`config.mk`:
```
export PLATFORM = sky130hd
export DESIGN_NAME = tvdsb_ratio
export DESIGN_NICKNAME = d
export VERILOG_FILES = /design/src/hdl/tvd_superbee_advection_update_defines.svh /design/src/hdl/tvdsb_pkg.sv /design/src/hdl/tvdsb_ratio.sv
export SDC_FILE = /design/constraint.sdc
export NUM_CORES = 2
export LEC_CHECK = 0
export ABC_AREA = 1
export BUFFER_PORTS_ARGS = -buffer_cell sky130_fd_sc_hd__buf_4
export CORE_MARGIN = 10
export CORE_UTILIZATION = 30
export DETAILED_ROUTE_END_ITERATION = 8
export GPL_TIMING_DRIVEN = 0
export PLACE_DENSITY_LB_ADDON = 0.08
export SLEW_MARGIN = 5
export SYNTH_ARGS = -nofsm -noshare
export SYNTH_HDL_FRONTEND = slang
export SYNTH_SLANG_ARGS = --single-unit
```
`constraint.sdc`:
```
create_clock -name clk -period 2.3 [get_ports clk]
set_input_delay 0 -clock clk [delete_from_list [all_inputs] [get_ports clk]]
set_output_delay 0 -clock clk [all_outputs]
set_load 0.05 [all_outputs]
```
`src/hdl/tvd_superbee_advection_update_defines.svh`:
```
// Assertion macros used by the RTL of the superbee advection update block.
`ifndef TVD_SUPERBEE_ADVECTION_UPDATE_DEFINES_SVH
`define TVD_SUPERBEE_ADVECTION_UPDATE_DEFINES_SVH

`ifndef ASSERT_OFF
`define TVDSB_ASSERT(label, prop) \
    label: assert property (@(posedge clk) disable iff (!rst_n) prop) \
        else $error("tvdsb assertion failed");
`define TVDSB_ASSERT_ALWAYS(label, prop) \
    label: assert property (@(posedge clk) prop) \
        else $error("tvdsb assertion failed");
`else
`define TVDSB_ASSERT(label, prop)
`define TVDSB_ASSERT_ALWAYS(label, prop)
`endif

`endif

```
`src/hdl/tvdsb_pkg.sv`:
```
`default_nettype none

package tvdsb_pkg;

    // Integer bits of a slope ratio; the ratio saturates at +-4.
    localparam int unsigned RATIO_INT_BITS = 2;

endpackage

`default_nettype wire

```
`src/hdl/tvdsb_ratio.sv`:
```
`default_nettype none

module tvdsb_ratio #(
    parameter int unsigned SAMPLE_BITS = 32,
    parameter int unsigned FRAC_BITS   = 16
) (
    input  wire logic                                                  clk,
    input  wire logic signed [SAMPLE_BITS+1:0]                         num,
    input  wire logic signed [SAMPLE_BITS+1:0]                         den,
    output logic signed [FRAC_BITS+tvdsb_pkg::RATIO_INT_BITS+1:0]      ratio
);
    import tvdsb_pkg::*;

    localparam int unsigned MW = SAMPLE_BITS + 2;
    localparam int unsigned QB = FRAC_BITS + RATIO_INT_BITS;
    localparam int unsigned RW = MW + FRAC_BITS;
    localparam int unsigned CW = MW + FRAC_BITS + 2;
    localparam int unsigned OW = FRAC_BITS + RATIO_INT_BITS + 2;
    localparam logic signed [OW-1:0] LIM = OW'(64'd4 << FRAC_BITS);

    logic [MW-1:0] an, ad;

    // Stage 0 holds the prepared operands; stage i+1 has one more quotient bit.
    logic [RW-1:0] rem_reg  [QB+1];
    logic [MW-1:0] ad_reg   [QB+1];
    logic [QB-1:0] q_reg    [QB+1];
    logic          neg_reg  [QB+1];
    logic          zero_reg [QB+1];
    logic          sat_reg  [QB+1];

    logic [CW-1:0] shd  [QB];
    logic [CW-1:0] diff [QB];
    logic          ge   [QB];

    assign an = num[MW-1] ? MW'(-num) : MW'(num);
    assign ad = den[MW-1] ? MW'(-den) : MW'(den);

    always_comb
    begin
        for (int i = 0; i < QB; i++)
        begin
            shd[i]  = CW'(ad_reg[i]) << (QB - 1 - i);
            diff[i] = CW'(rem_reg[i]) - shd[i];
            ge[i]   = CW'(rem_reg[i]) >= shd[i];
        end
    end

    always_ff @(posedge clk)
    begin
        rem_reg[0]  <= RW'(an) << FRAC_BITS;
        ad_reg[0]   <= ad;
        q_reg[0]    <= '0;
        neg_reg[0]  <= num[MW-1] ^ den[MW-1];
        zero_reg[0] <= (an == '0);
        sat_reg[0]  <= (ad == '0) || ({2'b00, an} >= {ad, 2'b00});
        for (int i = 0; i < QB; i++)
        begin
            rem_reg[i+1]  <= ge[i] ? RW'(diff[i]) : rem_reg[i];
            ad_reg[i+1]   <= ad_reg[i];
            q_reg[i+1]    <= {q_reg[i][QB-2:0], ge[i]};
            neg_reg[i+1]  <= neg_reg[i];
            zero_reg[i+1] <= zero_reg[i];
            sat_reg[i+1]  <= sat_reg[i];
        end
    end

    always_comb
    begin
        if (zero_reg[QB])
            ratio = '0;
        else if (sat_reg[QB])
            ratio = neg_reg[QB] ? -LIM : LIM;
        else
            ratio = neg_reg[QB] ? -OW'(q_reg[QB]) : OW'(q_reg[QB]);
    end

endmodule

`default_nettype wire

```
* Word-level counts from Yosys, hierarchy flattened
Memory sizes are Yosys's and may differ from the RTL's.
Cells that the tools add are included.
** Cells by class
- Add/subtract/negate cells :: 21
- Magnitude comparators :: 19
- Multiplexer cells :: 24
- Bitwise gates (word level) :: 1
- Reductions and logical operators :: 3
** Operators with widths (count)
- 50-bit two-way mux :: 18
- 50-bit subtractor :: 2
- 20-bit two-way mux :: 4
- 34-bit logical NOT :: 2
- 34-bit two-way mux :: 2
- 34-bit negator :: 2
- 50-bit by 51-bit greater-or-equal comparator with 1-bit output :: 1
- 50-bit by 34-bit greater-or-equal comparator with 1-bit output :: 1
- 50-bit by 35-bit greater-or-equal comparator with 1-bit output :: 1
- 50-bit by 36-bit greater-or-equal comparator with 1-bit output :: 1
- 50-bit by 37-bit greater-or-equal comparator with 1-bit output :: 1
- 50-bit by 38-bit greater-or-equal comparator with 1-bit output :: 1
- 50-bit by 39-bit greater-or-equal comparator with 1-bit output :: 1
- 50-bit by 40-bit greater-or-equal comparator with 1-bit output :: 1
- 50-bit by 41-bit greater-or-equal comparator with 1-bit output :: 1
- 50-bit by 42-bit greater-or-equal comparator with 1-bit output :: 1
- 50-bit by 43-bit greater-or-equal comparator with 1-bit output :: 1
- 50-bit by 44-bit greater-or-equal comparator with 1-bit output :: 1
- 50-bit by 45-bit greater-or-equal comparator with 1-bit output :: 1
- 50-bit by 46-bit greater-or-equal comparator with 1-bit output :: 1
- 50-bit by 47-bit greater-or-equal comparator with 1-bit output :: 1
- 50-bit by 48-bit greater-or-equal comparator with 1-bit output :: 1
- 50-bit by 49-bit greater-or-equal comparator with 1-bit output :: 1
- 50-bit greater-or-equal comparator :: 1
- 20 further kinds :: 20
** Storage, ports and cells
- Flip-flop bits (word level) :: 0
- Memory bits (writable) :: 1995
- Bits of input ports :: 69
- Output and inout port bits :: 20
- Logic and storage cells :: 74
- Memories kept :: 6
** Memory list
- rem_reg :: words 19, width 50, rd ports 18, clocked after Yosys merged registers in 0, wr ports 19, RTL line tvdsb_ratio.sv:24 : logic [RW-1:0] rem_reg [QB+1];
- ad_reg :: words 19, width 34, rd ports 18, clocked after Yosys merged registers in 0, wr ports 19, RTL line tvdsb_ratio.sv:25 : logic [MW-1:0] ad_reg [QB+1];
- q_reg :: words 19, width 18, rd ports 19, clocked after Yosys merged registers in 0, wr ports 19, RTL line tvdsb_ratio.sv:26 : logic [QB-1:0] q_reg [QB+1];
- neg_reg :: words 19, width 1, rd ports 19, clocked after Yosys merged registers in 0, wr ports 19, RTL line tvdsb_ratio.sv:27 : logic neg_reg [QB+1];
- sat_reg :: words 19, width 1, rd ports 19, clocked after Yosys merged registers in 0, wr ports 19, RTL line tvdsb_ratio.sv:29 : logic sat_reg [QB+1];
- zero_reg :: words 19, width 1, rd ports 19, clocked after Yosys merged registers in 0, wr ports 19, RTL line tvdsb_ratio.sv:28 : logic zero_reg [QB+1];

* Logic depth before layout (Yosys ltp)
An unclocked memory read counts as a cell.
- Depth in word-level cells :: 5
- Mapped depth :: 23
- Mapped depth without buffers :: 23

* Least setup slack after synthesis
Ideal clock, no wire load.
- Path kind :: input-to-reg
- Start point :: input port num[33]
- End point :: memory sat_reg[0]
- Setup time :: 0.058 ns
- Data arrival time :: 2.228 ns
- Required time :: 2.242 ns
- Path slack :: 0.014 ns
- Cell stages on the path :: 19
- Buffers on the path :: 3
- Path through :: clkbuf_1 clkbuf_1 buf_1 o21ai_0 xor2_1 inv_1 ha_1 nand4_1 nor2_1 o21ai_0 nor2_1 nor2_1 nand2_1 nand2_1 nand2_1 nand3_1 nand2_1 nand2_1 nand2_1
** RTL lines
- start, declared :: RTL line tvdsb_ratio.sv:8 : input wire logic signed [SAMPLE_BITS+1:0] num,
- end, declared :: RTL line tvdsb_ratio.sv:29

==> results.cfg <==
[die]
die_area_mm2 = 0.317
io_pins = 89
rows = 199
core_mm2 = 0.294
die_y_um = 563
start_util_pct = 30.1
die_x_um = 563

[final_layout]
fin_nets = 14800
fill_cells = 29000
mostFrequentLayoutCells = nand2_1, inv_1, nor2_1
post_route_cells_drive_above_1_share_pct = 39.4
syn2layout_area_growth_pct = 52.7
largest_reg_flops = 732
layout_commonest_cell = nand2_1

[min_path]
min_path_type = primary input to register

[sta]
period_needed_ns = 2.73
setup_viol = 465
tightest_slew_ns = 1.35
relSlewSlack_pct = 9.19
finalHoldViolCount = 3
rsz0062_at_grt = yes
min_period_over_period_pct = 119
setup_ws_ns = -0.426
hold_slack_ns = -0.0596
maxSlewViolCount = 0
worst_clock_skew_ns = 0.0747
clock.fmax_mhz = 367

[cts]
clock_sinks = 1572
clock_latency_ns = 0.91
clkSlewWorstSetupHoldPaths_ns = 0.06
cts_made_buffers = 185
clockBufferDepth = 4
tritoncts = yes
htreeDepth = 4
cts-root-buf = clkbuf_16

[global_route]
grt_pass1_wl_um = 603000
grt_util_all_layers_pct = 25.2
grt_max_degree = 16
grt_pass1_vias = 89700
antenna_found_initial = 42
grt.overflow.total = 0

[route]
dr.pass1.iters = 6
routed_via_density = 5.01
route.antenna.remaining_nets = 0
wl_per_cell_um = 23.5
totalWireLength_um = 425000
vias = 90600
drtIter0Drc = 6428
post-route-drc-count = 0

[synth]
yosysUniqueCellTypes = 62
syn_area_mm2 = 0.0884
syn-num-nets = 13500
syn_inst = 12700
synth_top_cell_area_share_pct = 35.6
ys_warn_count = 0
syn_area_per_cell_um2 = 6.95
yosysTopAreaCell = dfxtp_1
seq_area_frac_synth_pct = 35.6
synth_area_leaders = dfxtp_1, nand2_1, ha_1
synth_seq_cells = 1572

[critical_path]
rr_worst_depth = 15
crit_type = primary input to register
cp_data_arrival_time_ns = 3.51
setup.worst_path.end = sat_reg[0]
worstSetupStartpoint = num[12]
crit_path_start_kind = primary input
rrSetupSlack_ns = -0.42
worstPathRequired_ns = 3.08
r2r-end = rem_reg[11][34]
timing.rr.start = ad_reg[10][12]
timing.critical_path.fanout_max = 5
end_kind = register

[outcome]
outcome = finished, violations left
violations = hold timing, setup timing

[place]
dpl.hpwl_um = 337000
place_ws_ns = -1.70
place.gp.congestion = 0.959
numPortBuffers = 86

[power]
finalPower_uw = 214000
vdd_ir_drop_max_mv = 0.810
power_density_mw_per_mm2 = 1590
p_leak_uw = 0.0571

[flow_run]
drv_cap = 0
-- layout make-up --
type | count | area [um2] | area share [%]
buffer | 122 | 2030 | 1.50
timing repair buffer | 1123 | 11300 | 8.38
clock inverter | 102 | 1380 | 1.02
multi-input combinational | 9214 | 70600 | 52.3
sequential | 1572 | 32600 | 24.2
tap | 3919 | 4900 | 3.63
antenna | 15 | 37.5 | 0.0278
inverter | 1801 | 6980 | 5.17
clock buffer | 235 | 5110 | 3.78
timing repair inverter | 3 | 62.6 | 0.0463
-- logic make-up after synthesis --
logic type / count (synthesis) / share of synthesized area [%]
XOR/XNOR: 487 / 4.82
flip-flops: 1572 / 35.6
buffers and inverters: 1940 / 8.74
AO/OA/AOI/OAI: 2181 / 13.8
adder cells (fa/ha/maj): 662 / 9.51
AND/OR/NAND/NOR: 5884 / 27.6
-- report_power, final --
group          total (uW)  switching [uW]  internal, uW  leakage (uW)
registers           48200           11700         36400        0.0133
logic              135000           79200         55800        0.0407
clock network       31400           12500         18900       0.00319
total              214000          103000        111000        0.0571
-- stage by stage --
stage	instances	util, %	instance area (um2)	hold WS, ns	TNS (ns)
after CTS	17800	42.0	123000	-0.0841	-52.21
after floorplan	12700	-	88400	0.0277	0
final	18100	46.0	135000	-0.0596	-51.49
after global placement	16700	32.0	94000	0.167	-620.42
after global routing	18100	46.0	135000	-0.0459	-79.32
after detailed placement	16700	32.0	94000	0.169	-598.09
-- cells in the mapped netlist (all sizes together) --
library cell     n
dfxtp         1572
nor3           157
and3             9
o22ai            4
nor4            51
and2             4
nand4          148
o21ai          888
a31oi           62
ha             645
nand3b          89
a21o            71
or2             67
fa              17
inv           1801
o21a            45
nor4b            2
a41oi            1
o211ai          22
a21oi          959
o31ai            2
clkbuf          22
o221ai           1
o2111ai          2
and3b            1
nor2          1461
buf            117
nand3          624
xor2           236
o21bai          78
nor3b            4
a211oi           8
a21boi          38
nand2         3267
xnor2          251
-- worst min path at each step --
stage,slack [ns],start,to,depth (start not counted)
after floorplan,0.03,den[0],ad_reg[0][0],0
after global placement,0.17,den[0],ad_reg[0][0],1
after detailed placement,0.17,den[0],ad_reg[0][0],1
after CTS,-0.08,den[10],ad_reg[0][26],9
after global routing,-0.05,den[10],ad_reg[0][26],9
final,-0.06,den[10],ad_reg[0][26],9
-- routing by layer --
metal  part of all wire [%]  wire length, um  GRT usage, %
met5                 0.0078               33             0
met4                    2.9            12500          6.36
met3                    5.0            21100          2.64
met2                     45           192000          40.7
met1                     47           199000          35.8
-- critical path, stage by stage --
cell and delay, ns:
buf_4 0.11, dlygate4sd3_1 0.65, nor2_2 0.13, nand3_1 0.12, nor2_1 0.22, nand3_1 0.22
nor2_2 0.22, o21ai_0 0.12, nand2_2 0.19, inv_1 0.10, ha_1 0.31, nand2_1 0.05
nor2_1 0.14, nand2_1 0.15, nor4_4 0.36, a41oi_1 0.17, nand2_1 0.11, nand2_1 0.05
nand2_1 0.08
-- what timing repair did --
item | 4_1_cts | 5_1_grt
setup endpoints to repair | 734 | 727
hold endpoints to repair | 70 | 5
setup buffers | 536 | 315
resized for setup | 3800 | 2570
pin swaps | 476 | 666
hold buffers | 132 | 4
cloned | 62 | 33
Power figures use the tool's default switching activity.
